===== src/hdl/prqs_pkg.sv =====
package prqs_pkg;

    localparam int NUM_TASKS  = 16;
    localparam int NUM_LEVELS = 8;
    localparam int TASK_W     = $clog2(NUM_TASKS);
    localparam int LEVEL_W    = $clog2(NUM_LEVELS);

    typedef enum logic [2:0] {
        ACT_ENQUEUE   = 3'd0,
        ACT_UNLINK    = 3'd1,
        ACT_REPRIO    = 3'd2,
        ACT_DEQUEUE   = 3'd3,
        ACT_DEQ_MIN   = 3'd4,
        ACT_PEEK      = 3'd5,
        ACT_SCHEDULE  = 3'd6,
        ACT_SWITCH    = 3'd7
    } action_t;

    typedef struct packed {
        logic [2:0] action;
        logic [3:0] task_id;
        logic [2:0] prio;
        logic       higher_only;
        logic [7:0] isr_depth;
        logic       sched_locked;
    } req_t;

    typedef struct packed {
        logic       found;
        logic [3:0] out_task;
        logic [2:0] out_prio;
        logic       switch_now;
        logic       switch_deferred;
    } rsp_t;

    // controller -> datapath
    typedef struct packed {
        logic load;     // capture request
        logic decode;   // evaluate request, set up first list operation
        logic rem;      // perform removal
        logic app;      // perform append
        logic finish;   // commit current task, emit result
    } prqs_cmd_t;

    // datapath -> controller
    typedef struct packed {
        logic need_rem;
        logic need_app;
    } prqs_sts_t;

endpackage


===== src/hdl/priority_ready_queue_scheduler.sv =====
// Ready queue scheduler: one FIFO of task ids per priority level.
// The result strobe is registered from the finish step (load, decode, remove,
// append, finish); busy is high from decode through finish, one action at a time.
// No new action is taken until the sequencer's fixed pass returns to idle.
// Reset: asynchronous, active low; clears level mask, task levels and queued
// flags, current task to task 0. The receiver cannot stall results.
module priority_ready_queue_scheduler (
    input  logic             clk,
    input  logic             rst_n,
    input  logic             start,
    output logic             busy,
    input  prqs_pkg::req_t   req,
    output logic             result_valid,
    output prqs_pkg::rsp_t   result
);
    import prqs_pkg::*;

    prqs_cmd_t cmd;
    prqs_sts_t sts;

    // sequencer: fixed pass, steps gated by datapath status
    prqs_ctrl u_ctrl (
        .clk   (clk),
        .rst_n (rst_n),
        .start (start),
        .busy  (busy),
        .cmd   (cmd),
        .sts   (sts)
    );

    // list stores, mask, priority encoder, result word
    prqs_dp u_dp (
        .clk       (clk),
        .rst_n     (rst_n),
        .req       (req),
        .cmd       (cmd),
        .sts       (sts),
        .rsp       (result),
        .rsp_valid (result_valid)
    );

endmodule


===== src/hdl/prqs_ctrl.sv =====
module prqs_ctrl (
    input  logic                clk,
    input  logic                rst_n,
    input  logic                start,
    output logic                busy,
    output prqs_pkg::prqs_cmd_t cmd,
    input  prqs_pkg::prqs_sts_t sts
);
    import prqs_pkg::*;

    typedef enum logic [4:0] {
        S_IDLE   = 5'b00001,
        S_DECODE = 5'b00010,
        S_REM    = 5'b00100,
        S_APP    = 5'b01000,
        S_FINISH = 5'b10000
    } state_t;

    state_t state_reg, state_next;

    always_comb
    begin
        state_next = state_reg;
        cmd        = '0;
        case (state_reg)
            S_IDLE:
            begin
                if (start)
                begin
                    cmd.load   = 1'b1;
                    state_next = S_DECODE;
                end
            end
            S_DECODE:
            begin
                cmd.decode = 1'b1;
                state_next = S_REM;
            end
            S_REM:
            begin
                cmd.rem    = sts.need_rem;
                state_next = S_APP;
            end
            S_APP:
            begin
                cmd.app    = sts.need_app;
                state_next = S_FINISH;
            end
            S_FINISH:
            begin
                cmd.finish = 1'b1;
                state_next = S_IDLE;
            end
            default: state_next = S_IDLE;
        endcase
    end

    assign busy = (state_reg != S_IDLE);

    always_ff @(posedge clk or negedge rst_n)
    begin
        if (!rst_n)
            state_reg <= S_IDLE;
        else
            state_reg <= state_next;
    end

endmodule


===== src/hdl/prqs_dp.sv =====
module prqs_dp (
    input  logic                clk,
    input  logic                rst_n,
    input  prqs_pkg::req_t      req,
    input  prqs_pkg::prqs_cmd_t cmd,
    output prqs_pkg::prqs_sts_t sts,
    output prqs_pkg::rsp_t      rsp,
    output logic                rsp_valid
);
    import prqs_pkg::*;

    logic [NUM_LEVELS-1:0] mask_reg;
    logic [TASK_W-1:0]     head_reg [NUM_LEVELS];
    logic [TASK_W-1:0]     tail_reg [NUM_LEVELS];
    logic [TASK_W-1:0]     next_reg [NUM_TASKS];
    logic [TASK_W-1:0]     prev_reg [NUM_TASKS];
    logic [LEVEL_W-1:0]    lvl_reg  [NUM_TASKS];
    logic [NUM_TASKS-1:0]  queued_reg;
    logic [TASK_W-1:0]     cur_reg;

    req_t               req_reg;
    logic               need_rem_reg, need_app_reg;
    logic [TASK_W-1:0]  rem_t_reg, app_t_reg, new_cur_reg;
    logic               set_cur_reg;
    logic [LEVEL_W-1:0] app_lvl_reg;
    rsp_t               res_reg;
    logic               rsp_valid_reg;

    // priority encode
    logic                top_any;
    logic [LEVEL_W-1:0]  top_lv;
    always_comb
    begin
        top_any = 1'b0;
        top_lv  = '0;
        for (int i = 0; i < NUM_LEVELS; i++)
        begin
            if (mask_reg[i])
            begin
                top_any = 1'b1;
                top_lv  = LEVEL_W'(i);
            end
        end
    end

    logic               tvalid;
    logic [TASK_W-1:0]  tid;
    logic [LEVEL_W-1:0] sat_prio;
    logic [LEVEL_W:0]   thr;
    assign tvalid   = ({28'd0, req_reg.task_id} < 32'(NUM_TASKS));
    assign tid      = TASK_W'(req_reg.task_id);
    assign sat_prio = ({29'd0, req_reg.prio} >= 32'(NUM_LEVELS)) ? LEVEL_W'(NUM_LEVELS - 1)
                                                                  : LEVEL_W'(req_reg.prio);
    assign thr      = {1'b0, lvl_reg[cur_reg]} + (LEVEL_W+1)'(req_reg.higher_only);

    // decode of the held request
    logic               dec_need_rem, dec_need_app, dec_set_cur, dec_lvl_we;
    logic [TASK_W-1:0]  dec_rem_t, dec_app_t, dec_new_cur;
    rsp_t               dec_res;
    always_comb
    begin
        dec_need_rem = 1'b0;
        dec_need_app = 1'b0;
        dec_set_cur  = 1'b0;
        dec_lvl_we   = 1'b0;
        dec_rem_t    = rem_t_reg;
        dec_app_t    = app_t_reg;
        dec_new_cur  = new_cur_reg;
        dec_res      = '0;
        case (action_t'(req_reg.action))
            ACT_ENQUEUE:
            begin
                if (tvalid && !queued_reg[tid])
                begin
                    dec_lvl_we   = 1'b1;
                    dec_app_t    = tid;
                    dec_need_app = 1'b1;
                end
            end
            ACT_UNLINK:
            begin
                if (tvalid && queued_reg[tid])
                begin
                    dec_rem_t    = tid;
                    dec_need_rem = 1'b1;
                end
            end
            ACT_REPRIO:
            begin
                if (tvalid && lvl_reg[tid] != sat_prio)
                begin
                    dec_rem_t    = tid;
                    dec_app_t    = tid;
                    dec_need_rem = queued_reg[tid];
                    dec_need_app = queued_reg[tid];
                    // idle task: level written now, queued one after removal
                    dec_lvl_we   = !queued_reg[tid];
                end
            end
            ACT_DEQUEUE, ACT_DEQ_MIN, ACT_PEEK:
            begin
                if (top_any && (req_reg.action != ACT_DEQ_MIN
                                || top_lv >= sat_prio
                                && {29'd0, req_reg.prio} < 32'(NUM_LEVELS)))
                begin
                    dec_res.found    = 1'b1;
                    dec_res.out_task = 4'(head_reg[top_lv]);
                    dec_res.out_prio = 3'(top_lv);
                    dec_rem_t        = head_reg[top_lv];
                    dec_need_rem     = (req_reg.action != ACT_PEEK);
                end
            end
            ACT_SCHEDULE:
            begin
                if (req_reg.isr_depth <= 8'd1 && !req_reg.sched_locked
                    && top_any && {1'b0, top_lv} >= thr)
                begin
                    dec_res.found           = 1'b1;
                    dec_res.out_task        = 4'(head_reg[top_lv]);
                    dec_res.out_prio        = 3'(top_lv);
                    dec_res.switch_now      = (req_reg.isr_depth == 8'd0);
                    dec_res.switch_deferred = (req_reg.isr_depth == 8'd1);
                    dec_rem_t               = head_reg[top_lv];
                    dec_need_rem            = 1'b1;
                    dec_app_t               = cur_reg;
                    // queued test is repeated after removal below
                    dec_need_app            = 1'b1;
                    dec_new_cur             = head_reg[top_lv];
                    dec_set_cur             = 1'b1;
                end
            end
            ACT_SWITCH:
            begin
                if (top_any)
                begin
                    dec_res.found      = 1'b1;
                    dec_res.out_task   = 4'(head_reg[top_lv]);
                    dec_res.out_prio   = 3'(top_lv);
                    dec_res.switch_now = 1'b1;
                    dec_rem_t          = head_reg[top_lv];
                    dec_need_rem       = 1'b1;
                    dec_new_cur        = head_reg[top_lv];
                    dec_set_cur        = 1'b1;
                end
            end
            default: ;
        endcase
    end

    // removal combinational views
    logic [LEVEL_W-1:0] rlv;
    logic [TASK_W-1:0]  rh, rt, rn, rp;
    assign rlv = lvl_reg[rem_t_reg];
    assign rh  = head_reg[rlv];
    assign rt  = tail_reg[rlv];
    assign rn  = next_reg[rem_t_reg];
    assign rp  = prev_reg[rem_t_reg];

    logic [TASK_W-1:0] atl;
    assign atl = tail_reg[app_lvl_reg];

    assign sts.need_rem = need_rem_reg;
    assign sts.need_app = need_app_reg;
    assign rsp          = res_reg;
    assign rsp_valid    = rsp_valid_reg;

    always_ff @(posedge clk)
    begin
        if (cmd.load)
            req_reg <= req;
        if (cmd.rem)
        begin
            if (rh == rem_t_reg && rt == rem_t_reg)
                ;
            else if (rh == rem_t_reg)
                head_reg[rlv] <= rn;
            else if (rt == rem_t_reg)
                tail_reg[rlv] <= rp;
            else
            begin
                next_reg[rp] <= rn;
                prev_reg[rn] <= rp;
            end
        end
        if (cmd.app)
        begin
            if (mask_reg[app_lvl_reg])
            begin
                next_reg[atl]          <= app_t_reg;
                prev_reg[app_t_reg]    <= atl;
                tail_reg[app_lvl_reg]  <= app_t_reg;
            end
            else
            begin
                head_reg[app_lvl_reg] <= app_t_reg;
                tail_reg[app_lvl_reg] <= app_t_reg;
            end
        end
    end

    always_ff @(posedge clk or negedge rst_n)
    begin
        if (!rst_n)
        begin
            mask_reg      <= '0;
            queued_reg    <= '0;
            cur_reg       <= '0;
            for (int i = 0; i < NUM_TASKS; i++)
                lvl_reg[i] <= '0;
            need_rem_reg  <= 1'b0;
            need_app_reg  <= 1'b0;
            set_cur_reg   <= 1'b0;
            rsp_valid_reg <= 1'b0;
            rem_t_reg     <= '0;
            app_t_reg     <= '0;
            new_cur_reg   <= '0;
            app_lvl_reg   <= '0;
            res_reg       <= '0;
        end
        else
        begin
            rsp_valid_reg <= cmd.finish;
            if (cmd.decode)
            begin
                need_rem_reg <= dec_need_rem;
                need_app_reg <= dec_need_app;
                set_cur_reg  <= dec_set_cur;
                res_reg      <= dec_res;
                rem_t_reg    <= dec_rem_t;
                app_t_reg    <= dec_app_t;
                new_cur_reg  <= dec_new_cur;
                if (dec_lvl_we)
                    lvl_reg[tid] <= sat_prio;
                // no removal: append level from task level (enqueue sets it)
                app_lvl_reg <= (action_t'(req_reg.action) == ACT_ENQUEUE) ? sat_prio
                                                                          : lvl_reg[cur_reg];
            end
            if (cmd.rem)
            begin
                if (rh == rem_t_reg && rt == rem_t_reg)
                    mask_reg[rlv] <= 1'b0;
                queued_reg[rem_t_reg] <= 1'b0;
                if (action_t'(req_reg.action) == ACT_REPRIO)
                    lvl_reg[rem_t_reg] <= sat_prio;
                // schedule: current task appended only if not queued after pop
                if (action_t'(req_reg.action) == ACT_SCHEDULE)
                    need_app_reg <= !queued_reg[app_t_reg] || (app_t_reg == rem_t_reg);
                app_lvl_reg <= (action_t'(req_reg.action) == ACT_REPRIO) ? sat_prio
                                                                         : lvl_reg[app_t_reg];
            end
            if (cmd.app)
            begin
                mask_reg[app_lvl_reg]  <= 1'b1;
                queued_reg[app_t_reg]  <= 1'b1;
            end
            if (cmd.finish && set_cur_reg)
                cur_reg <= new_cur_reg;
        end
    end

endmodule

===== config.mk =====
export PLATFORM = sky130hd
export DESIGN_NAME = priority_ready_queue_scheduler
export DESIGN_NICKNAME = d
export VERILOG_FILES = /design/src/hdl/prqs_pkg.sv /design/src/hdl/priority_ready_queue_scheduler.sv /design/src/hdl/prqs_ctrl.sv /design/src/hdl/prqs_dp.sv
export SDC_FILE = /design/constraint.sdc
export NUM_CORES = 1
export LEC_CHECK = 0
export ABC_CLOCK_PERIOD_IN_PS = 5150
export BUFFER_PORTS_ARGS = -buffer_cell sky130_fd_sc_hd__clkbuf_2
export CORE_MARGIN = 2
export CORE_UTILIZATION = 63
export DETAILED_ROUTE_END_ITERATION = 10
export GPL_TIMING_DRIVEN = 0
export PLACE_DENSITY = 0.8
export SLEW_MARGIN = 25
export SYNTH_ARGS = -nofsm -noshare
export SYNTH_HDL_FRONTEND = slang
export SYNTH_SLANG_ARGS = --single-unit

===== constraint.sdc =====
create_clock -name clk -period 5.15 [get_ports clk]
set_clock_uncertainty 0.15 [all_clocks]
set_input_delay 0.2575 -clock clk [delete_from_list [all_inputs] [get_ports clk]]
set_output_delay 0.2575 -clock clk [all_outputs]
set_load 0.01 [all_outputs]

Word level (Yosys, flattened, before mapping)

Memories as Yosys holds them, arrays and structs flattened.
Cells that the tools add are included.

$mul: 0
Equal/unequal tests: 27
Shifts and indexed selects: 0
$add $sub $neg: 1
Multiplexer cells: 131
Bitwise operators: 11
Div/mod/pow operators: 0
Magnitude comparators: 18
Reduce and logical (&&, ||, !) cells: 31

Operators by type and width:

| cell                                                | number |
|---|---|
| two-way mux 48 bit                                  | 4 |
| bitwise mux 48 bit                                  | 2 |
| two-way mux 3 bit                                   | 22 |
| two-way mux 1 bit                                   | 57 |
| two-way mux 4 bit                                   | 14 |
| binary-select mux 3 bit (select 4 bit)              | 4 |
| two-way mux 16 bit                                  | 2 |
| two-way mux 8 bit                                   | 4 |
| demux 3 bit (select 4 bit)                          | 2 |
| case mux 8 bit (3 select lines)                     | 1 |
| >= comparator 5 bit (second input constant)         | 4 |
| NOT 4 -> 5 bit                                      | 4 |
| case mux 4 bit (5 select lines)                     | 1 |
| case mux 5 bit (4 select lines)                     | 1 |
| bitwise AND 16 bit                                  | 1 |
| NOT 16 bit                                          | 1 |
| bitwise OR 16 bit                                   | 1 |
| OR reduction 4 bit                                  | 4 |
| < comparator 4 x 5 -> 1 bit (second input constant) | 3 |
| equality test 3 bit (second input constant)         | 4 |
| equality test 4 bit                                 | 3 |
| logical AND 1 bit                                   | 12 |
| case mux 4 bit (3 select lines)                     | 1 |
| < comparator 5 x 1 -> 1 bit (second input constant) | 2 |
| other kinds (46)                                    | 65 |

Bits in latches: 0
Output and inout bits: 12
Memory bits (writable): 192
Memories kept: 4
Bits in registers: 130
Bits of input ports: 23
Bits in read-only memories: 0

Memory list:

| memory        | depth | bits a word | rd ports | clocked after memory_dff | write ports | line          | text |
|---|---|---|---|---|---|---|---|
| u_dp.next_reg | 16    | 4           | 1        | 0                        | 1           | prqs_dp.sv:15 | `logic [TASK_W-1:0] next_reg [NUM_TASKS];` |
| u_dp.prev_reg | 16    | 4           | 1        | 0                        | 1           | prqs_dp.sv:16 | `logic [TASK_W-1:0] prev_reg [NUM_TASKS];` |
| u_dp.head_reg | 8     | 4           | 2        | 0                        | 1           | prqs_dp.sv:13 | `logic [TASK_W-1:0] head_reg [NUM_LEVELS];` |
| u_dp.tail_reg | 8     | 4           | 2        | 0                        | 1           | prqs_dp.sv:14 | `logic [TASK_W-1:0] tail_reg [NUM_LEVELS];` |

Longest topological paths before layout

Gate-level depths: netlist (run 1).

Depth in word-level cells: 15
Mapped depth: 17
Gate-level depth less buffers: 16

By module

A second synthesis (run 1) with hierarchy kept.

Cells, all modules: 1,651
Area total of the unflattened synthesis: 19,538.7 sq um

By module, submodules not included:

| module    | instances | sequential area each (sq um) | area each (sq um) | cells each |
|---|---|---|---|---|
| prqs_dp   | 1         | 8,993.6                      | 19,286.0          | 1,627 |
| prqs_ctrl | 1         | 126.4                        | 252.7             | 24 |

Worst setup path after synthesis (run 1)

No wires, ideal clock.

Kind: register to register
Start point: register u_dp.cur_reg[0]
End point: register u_dp.app_t_reg[0]
Setup slack: 1.044 ns
Cell stages (with the launch flop): 16
Path buffers: 2
Arrival time: 3.800 ns
Path through: dfrtp_1 > clkbuf_1 > buf_2 > mux4_2 > mux4_2 > ha_1 > ha_1 > inv_1 > ha_1 > a21oi_1 > nor2b_1 > o211ai_1 > nand2_1 > nand2_1 > a2111oi_2 > a21oi_1

Longest elaborated chain between the ends: 9
Elaborated cells on any way between the ends: 11
Classes of those cells: add/sub: 1; order compare: 1; eq/ne: 1; mux: 5; bitwise: 1; reduce/logical: 2

Ends and longest elaborated chain:

| item                                                  | line           | text |
|---|---|---|
| start: declaration                                    | prqs_dp.sv:19  | `logic [TASK_W-1:0] cur_reg;` |
| start signal: assignment                              | prqs_dp.sv:257 | `cur_reg <= new_cur_reg;` |
| NOT 4 -> 5 bit (not written as such)                  | prqs_dp.sv:54  | `assign thr = {1'b0, lvl_reg[cur_reg]} + (LEVEL_W+1)'(req_reg.higher_only);` |
| binary-select mux 3 bit (select 4 bit)                | prqs_dp.sv:54  |  |
| two-way mux 3 bit (not written as such) (2 in series) | prqs_dp.sv:54  |  |
| adder 3 x 1 -> 4 bit                                  | prqs_dp.sv:54  |  |
| >= comparator 3 x 4 -> 1 bit                          | prqs_dp.sv:116 | `&& top_any && {1'b0, top_lv} >= thr)` |
| logical AND 1 bit                                     | prqs_dp.sv:116 |  |
| inequality test 2 x 1 -> 1 bit (no source line)       | -              |  |
| AND reduction 5 bit (no source line)                  | -              |  |
| end signal: assignment                                | prqs_dp.sv:230 | `app_t_reg <= dec_app_t;` |
| end: declaration                                      | prqs_dp.sv:23  | `logic [TASK_W-1:0] rem_t_reg, app_t_reg, new_cur_reg;` |

Parallel ways exist; a longest one is shown, timed or not. The select of a mux whose other input is x is not followed.
A chain may end at the register's enable or synchronous reset.

Worst setup path in the final report (run 1)

Start point: register u_dp.rem_t_reg[3]
End point: memory u_dp.prev_reg[0][2] in the netlist's numbering (enable)

Longest elaborated chain between the ends: 12
Elaborated cells on any way between the ends: 17
Classes of those cells: eq/ne: 2; mux: 10; bitwise: 1; reduce/logical: 1; memory: 3

Ends and longest elaborated chain:

| item                                                  | line                           | text |
|---|---|---|
| start: declaration                                    | prqs_dp.sv:23                  |  |
| start signal: assignment                              | prqs_dp.sv:229                 | `rem_t_reg <= dec_rem_t;` |
| NOT 4 -> 5 bit (not written as such)                  | prqs_dp.sv:153                 | `assign rlv = lvl_reg[rem_t_reg];` |
| binary-select mux 3 bit (select 4 bit)                | prqs_dp.sv:153                 |  |
| two-way mux 3 bit (not written as such) (2 in series) | prqs_dp.sv:153                 |  |
| memory read (8 x 4 bit)                               | -                              |  |
| equality test 4 bit                                   | prqs_dp.sv:173, prqs_dp.sv:177 |  |
| two-way mux 1 bit                                     | prqs_dp.sv:177                 | `else if (rt == rem_t_reg)` |
| two-way mux 1 bit                                     | prqs_dp.sv:175                 | `else if (rh == rem_t_reg)` |
| two-way mux 1 bit                                     | prqs_dp.sv:173                 | `if (rh == rem_t_reg && rt == rem_t_reg)` |
| two-way mux 1 bit                                     | prqs_dp.sv:171                 | `if (cmd.rem)` |
| two-way mux 1 bit (not written as such)               | prqs_dp.sv:182                 | `prev_reg[rn] <= rp;` |
| two-way mux 1 bit (no source line)                    | -                              |  |
| end: declaration                                      | prqs_dp.sv:16                  |  |

Parallel ways exist; a longest one is shown, timed or not. The select of a mux whose other input is x is not followed.

==> results of run 1 <==
## timing repair
item / CTS / global route
endpoints found under the setup margin: 0 / 104
gates resized for setup: 0 / 11
hold endpoints to repair: 130 / 0
hold buffers: 22 / 0
## area by class of cell
class                      instances  area [sq um]  area share, %
buffer                            82           410           2.20
clock buffer                      45           945           5.06
tap                              335           419           2.24
clock inverter                    19           174          0.931
timing repair buffer              58           438           2.34
sequential                       322          9120           48.8
multi-input combinational        697          6960           37.2
inverter                          56           218           1.17
## metal layers
metal  up-vias  global-route usage, %  share of wire [%]
li1       4786                      -                  -
met1      5747                   44.6                 38
met2       762                   50.6                 49
met3       121                   6.04                9.8
met4         0                   10.4                3.3
met5         -                      0                  0
## cell usage in the layout, fill, tap and decap left out, types with 26 or more instances in the layout
master | synthesis | routed
clkbuf_2 | 0 | 35
a21oi_1 | 28 | 26
mux2_1 | 38 | 38
dfrtp_1 | 109 | 109
nor3_1 | 41 | 36
o21ai_0 | 50 | 50
clkbuf_1 | 47 | 54
inv_1 | 53 | 52
edfxtp_1 | 212 | 212
o221ai_1 | 32 | 32
mux2_2 | 28 | 28
clkbuf_16 | 0 | 36
mux4_2 | 125 | 125
nand2_1 | 73 | 73
nor2_1 | 56 | 55
## metrics by stage
stage                     hold WS, ns  instances  setup slack [ns]  util [%]
after floorplan                -0.188       1157              1.04         -
after global placement          0.285       1526             0.339      66.3
after detailed placement       0.0478       1528             0.120      66.6
after CTS                      0.0985       1614            0.0414      71.7
after global routing            0.131       1614            0.0308      71.9
final                          0.0890       1614             0.177      71.9
## power groups by stage
stage	combinational, mW	clock [mW]	sequential [mW]
global route	3.03	2.59	3.08
floorplan	2.06	0	3.05
CTS	2.79	2.47	3.06
finish	2.85	2.46	3.07
global placement	2.68	0	3.10
detailed placement	2.75	0	3.11
## cells by family after synthesis
family	count (synthesis)
AOI/OAI and AO/OA	208
xor gates and xnor gates	16
adders and majority gates	9
buffers and inverters	138
DFF	322
muxes	212
and+or+nand+nor	252
## worst paths after layout
check | start | end | slack (ns) | depth (start not counted)
min in group clk | req[12] | u_dp.sat_prio[2] | 0.31 | 2
setup reg to reg | u_dp.rem_t_reg[3] | u_dp.prev_reg[0][2] | 0.18 | 13
max in group asynchronous | rst_n | u_ctrl.state_reg[0] | 4.06 | 3
hold / removal | rst_n | u_dp.lvl_reg[47] | 0.09 | 2
hold reg to reg | u_dp.rsp[9] | u_dp.rsp[9] | 0.33 | 1
setup / recovery | u_dp.rem_t_reg[3] | u_dp.prev_reg[0][2] | 0.18 | 13
## worst max-delay path, delay by kind of cell, from the launching register on
family	cells	cell delay, ns
AO/OA/AOI/OAI	4	0.71
flip-flops	1	0.33
XOR/XNOR	1	0.20
buffers and inverters	5	2.14
AND/OR/NAND/NOR	3	1.07
==> results.md, run 1 <==
* Run status: finished, final reports clean
* Worst min-delay path class: input pin to async pin
* First-pass GRT wire length at 67400 um
* Clock sink count at 322
* Slowest stage delay, CP at 0.64 ns
* Largest net degree at the start of global routing at 71
* Main area contributors after synthesis: edfxtp_1, mux4_2, dfrtp_1, mux2_1, mux2_2
* Initial core utilization at 64.0%
* Power Density at 448 mW/mm^2
* Routed WL per cell at 26.5 um
* Die extent in y at 166 um
* CP Data Required Time at 5.14 ns
* Htree depth at 2
* Share of layout cells above drive strength 1 at 25.1%
* Post-synth EDFFs at 212
* Comb power frac at 34.1%
* Syn avg cell area at 14.4 sq um
* Worst rel slew slack at 33.5%
* Yosys warnings at 0
* DRC errors left at 0
* Synth Area in XOR/XNOR at 1.02%
* Global placement routability congestion at 0.959
* Drt first pass iters at 8
* Worst-Skew Late Latency at 0.52 ns
* Tot Pwr at 8.38 mW
* CP Capture Type: flip-flop
* Root Buffer: clkbuf_16
* Fin crit share at 96.6%
* Worst EP arrival at 4.97 ns
* Internal power at 5.42 mW
* Clock buffer depth at 3
* Post-CTS Setup Bufs at 0
* Number of port buffers at 34
* Peak supply drop at 0.408 mV
* Vias in the first global route at 11400
* Synth Instances at 1157
* Synth Area in Simple Gates at 7.50%
* Die ar. at 0.0277 sq mm
* Worst Tran Pin Value at 0.997 ns
* Max FO, Critical Path at 10
* Clock power frac at 29.3%
* Ys async rst share at 34.2%
* CTS tree: built
* DIE WIDTH at 166 um
* Seq pwr share at 36.6%
* Syn Nets at 1188
* Leak Pwr at 6.22 nW
* Synth cell types at 72
* Syn Std Cell Area at 0.0166 sq mm
* Crit start category: flip-flop
* CP most frequent cell: clkbuf_1
* Post-synth top area cell: edfxtp_1
* Largest family of logic cells by synthesized area: multiplexers
* Post-synthesis mux area share at 22.7%
* I/O pin total at 35
* Final hold violation count at 0
* Std cell rows at 59
* Top-area cell type share of the netlist area at 38.3%
* Minimum clock period at 4.97 ns
* Synth Area in Adders at 0.662%
* Core area at 0.0260 sq mm
* Endpoints failing setup at 0
* DP Area at 0.0173 sq mm
* Layout Nets at 1283
* Antenna violations before repair at 1
* Synth Register Bits at 322
* Sequential share of the synthesized area at 54.8%
* RSZ-0062 raised after global routing: no
* Total Routing Usage GR at 31.6%
* Final global-route overflow total at 0
* Pins over their slew limit at 0
* Slowest CP cell: nor3_1
* Top cells by count, synth: edfxtp_1, mux4_2, dfrtp_1
* Vias per cell at 7.07
* Sw Share at 35.3%
* Post-Layout Inst Area at 0.0187 sq mm
* Prevailing post-synth register cell: edfxtp_1
* Max cap viols at 0
* Initial drt markers at 1395
* Antenna-violating nets left at 0
* Routed WL at 42800 um
* Diode count at 0
* FILL cells at 1628
* Crit-path cells: clkbuf_1 > clkinvlp_4 > o31ai_4 > clkbuf_1 > buf_2 > o221ai_1 > o211ai_2 > nand4_1 > xnor2_1 > nand4_2 > a21oi_4 > buf_6 > nor3_1
* Number of clock buffers inserted by TritonCTS at 35
* Area fraction in compound gates after synthesis at 9.67%
* Setup_tns at 0 ns
* Switch Pwr at 2.96 mW
* Area Overhead vs Synth at 12.3%
* Crit path kind: flip-flop to flip-flop
* Clk slew on worst S/H paths at 0.06 ns
* F_max at 201 MHz
* Via count at 11400
* Count leader, synth: edfxtp_1
* Dpl hpwl at 29500 um
No activity file was read; power rests on OpenSTA's default activity.
==> run 2, diff against run 1 <==
Settings changed: ABC_AREA from default to 1.
==> run 2 against run 1 <==
- clock power fell by 6%
- via count increased by 36%
- largest power group is now combinational logic
- worst hold slack got worse by 0.0097 ns
- critical path depth rose by 6
- critical endpoint is now u_dp.app_t_reg[1]
- first-iteration DRC count up 58%
- synthesized cell count grew 69%
- critical path type unchanged
- wire length increased by 28%
==> results.md, run 2 <==
* CP most frequent cell: nand2_1
* Endpoints failing setup at 0
* Drt first pass iters at 6
* Syn avg cell area at 8.74 sq um
* Post-synth EDFFs at 212
* Clock buffer depth at 3
* Top-area cell type share of the netlist area at 37.2%
* Clk slew on worst S/H paths at 0.06 ns
* Sw Share at 43.6%
* Total Routing Usage GR at 38.6%
* Max FO, Critical Path at 10
* I/O pin total at 35
* Top cells by count, synth: nand2_1, edfxtp_1, nand3_1
* Die ar. at 0.0285 sq mm
* DRC errors left at 0
* CTS tree: built
* Most frequent cells in the layout: nand2_1, edfxtp_1, nand3_1
* Clock power frac at 23.0%
* Switch Pwr at 4.40 mW
* F_max at 209 MHz
* Pins over their slew limit at 0
* Number of clock buffers inserted by TritonCTS at 34
* # resized after CTS at 0
* Clock sink count at 322
* Dpl hpwl at 39300 um
* Most common cell after layout, fill and taps aside: nand2_1
* Synth Instances at 1960
* Leak Pwr at 7.66 nW
* Diode count at 0
* Post-CTS Setup Bufs at 0
* Slowest CP cell: clkbuf_1
* Fin crit share at 92.8%
* Global placement routability congestion at 1.04
* Main area contributors after synthesis: edfxtp_1, dfrtp_1, nand2_1, nand3_1, a22oi_1
* Area Overhead vs Synth at 11.2%
* Crit start category: flip-flop
* Layout Nets at 2085
* Seq pwr share at 36.5%
* Synth cell types at 54
* Worst Hold Slack at 0.0793 ns
* Syn Std Cell Area at 0.0171 sq mm
* Crit path kind: flip-flop to flip-flop
* Yosys warnings at 0
* First-pass GRT wire length at 83700 um
* CP Capture Type: flip-flop
* Std cell rows at 60
* Comb power frac at 40.5%
* Initial core utilization at 63.9%
* Worst Tran Pin Value at 1.05 ns
* Worst-Skew Late Latency at 0.54 ns
* CTS Hold Bufs at 22
* Tot Pwr at 10.1 mW
* Antenna violations before repair at 0
* DIE WIDTH at 169 um
* Routed WL at 54800 um
* Power Density at 530 mW/mm^2
* Root Buffer: clkbuf_16
* Final hold violation count at 0
* Minimum clock period at 4.78 ns
* Sequential share of the synthesized area at 53.3%
* Vias in the first global route at 14700
* Setup_tns at 0 ns
* Worst EP arrival at 5.04 ns
* Die extent in y at 169 um
* RSZ-0062 raised after global routing: no
* Final global-route overflow total at 0
* Max cap viols at 0
* Slowest stage delay, CP at 0.48 ns
* Share of layout cells above drive strength 1 at 9.38%
* Routed WL per cell at 22.7 um
* Ys async rst share at 34.2%
* Count leader, synth: nand2_1
* Antenna-violating nets left at 0
* Largest net degree at the start of global routing at 69
* Internal power at 5.69 mW
* Crit-path cells: clkbuf_1 > clkbuf_1 > clkbuf_1 > o21ai_0 > o221ai_1 > nand2_1 > ha_1 > ha_1 > inv_1 > ha_1 > o21ai_0 > nand2_1 > a21oi_1 > nor4_1 > nand2_1 > nand2_1 > nand3_1 > o21bai_1 > o21ai_0
* Number of port buffers at 34
* Prevailing post-synth register cell: edfxtp_1
* Core area at 0.0268 sq mm
* Vias per cell at 6.42
* Worst min-delay path class: input pin to async pin
* Peak supply drop at 0.444 mV
* Via count at 15500
* CP Data Required Time at 5.41 ns
* Htree depth at 2
* Syn Nets at 1991
* Run status: finished, final reports clean
* Initial drt markers at 2203
* Synth Register Bits at 322
* R2R cell count at 19
* Post-synth top area cell: edfxtp_1
* Worst rel slew slack at 29.0%
==> run 2: cell types whose count changed in the layout (fill, tap and decap cells not counted), moves of 41 or more <==
cell / change
a21oi_1: +79
a22oi_1: +95
inv_1: +69
mux4_2: -125
nand2_1: +566
nand3_1: +130
nor2_1: +58
o21ai_0: +41
==> run 2: final cells by class <==
type / count / area [sq um]
clock inverter: 14 / 110
timing repair buffer: 58 / 438
tap: 341 / 427
inverter: 143 / 542
buffer: 88 / 459
clock buffer: 46 / 916
sequential: 322 / 9120
multi-input combinational: 1407 / 7020
fill: 2018 / 7770
==> run 2: path summary, 6_finish.rpt <==
path / from / end / slack (ns)
max: u_dp.cur_reg[1] / u_dp.app_t_reg[1] / 0.37
min: rst_n / u_dp.lvl_reg[23] / 0.08
max reg2reg: u_dp.cur_reg[1] / u_dp.app_t_reg[1] / 0.37
min reg2reg: u_dp.rsp[9] / u_dp.rsp[9] / 0.33
max in group asynchronous: rst_n / u_ctrl.state_reg[0] / 4.07
min in group clk: req[8] / u_dp.req_reg[8] / 0.29
==> run 2: critical path, delay by kind of cell, from the launching register on <==
kind / cells / cell delay (ns)
DFF: 1 / 0.32
and+or+nand+nor: 6 / 0.89
adders and majority gates: 3 / 0.78
AOI/OAI and AO/OA: 6 / 1.19
buffers and inverters: 4 / 1.31
==> run 2: power by group through the flow <==
stage               sequential, mW  combinational [mW]  clock [mW]
floorplan                     3.65                2.54           0
global placement              3.73                3.80           0
detailed placement            3.72                3.93           0
CTS                           3.68                3.97        2.31
global route                  3.70                4.37        2.40
finish                        3.69                4.09        2.32
==> run 2: metrics by stage <==
step | area [sq um] | setup WS (ns) | utilization (%) | std cells
finish | 19000 | 0.369 | 71.0 | 2419
global route | 19000 | 0.0790 | 71.0 | 2419
CTS | 19000 | 0.450 | 71.0 | 2419
detailed placement | 17800 | 0.454 | 66.4 | 2337
global placement | 17700 | 0.498 | 66.1 | 2335
floorplan | 17100 | 1.60 | - | 1960
==> run 2: kinds of logic after synthesis <==
kind of cell             after synthesis  synth area share, %
AO/OA/AOI/OAI                        389                 14.3
XOR/XNOR                               7                0.358
adder cells (fa/ha/maj)                8                0.585
buffers and inverters                231                 5.85
flip-flops                           322                 53.3
multiplexers                          12                0.716
AND/OR/NAND/NOR                      991                 24.9
==> run 2: layer usage <==
layer / up-vias / global-route usage [%] / part of all wire, %
met5: - / 0 / 0
met2: 1050 / 61.1 / 46
met1: 7294 / 51.5 / 37
met4: 0 / 20.3 / 5.7
li1: 6982 / - / -
met3: 212 / 6.92 / 11
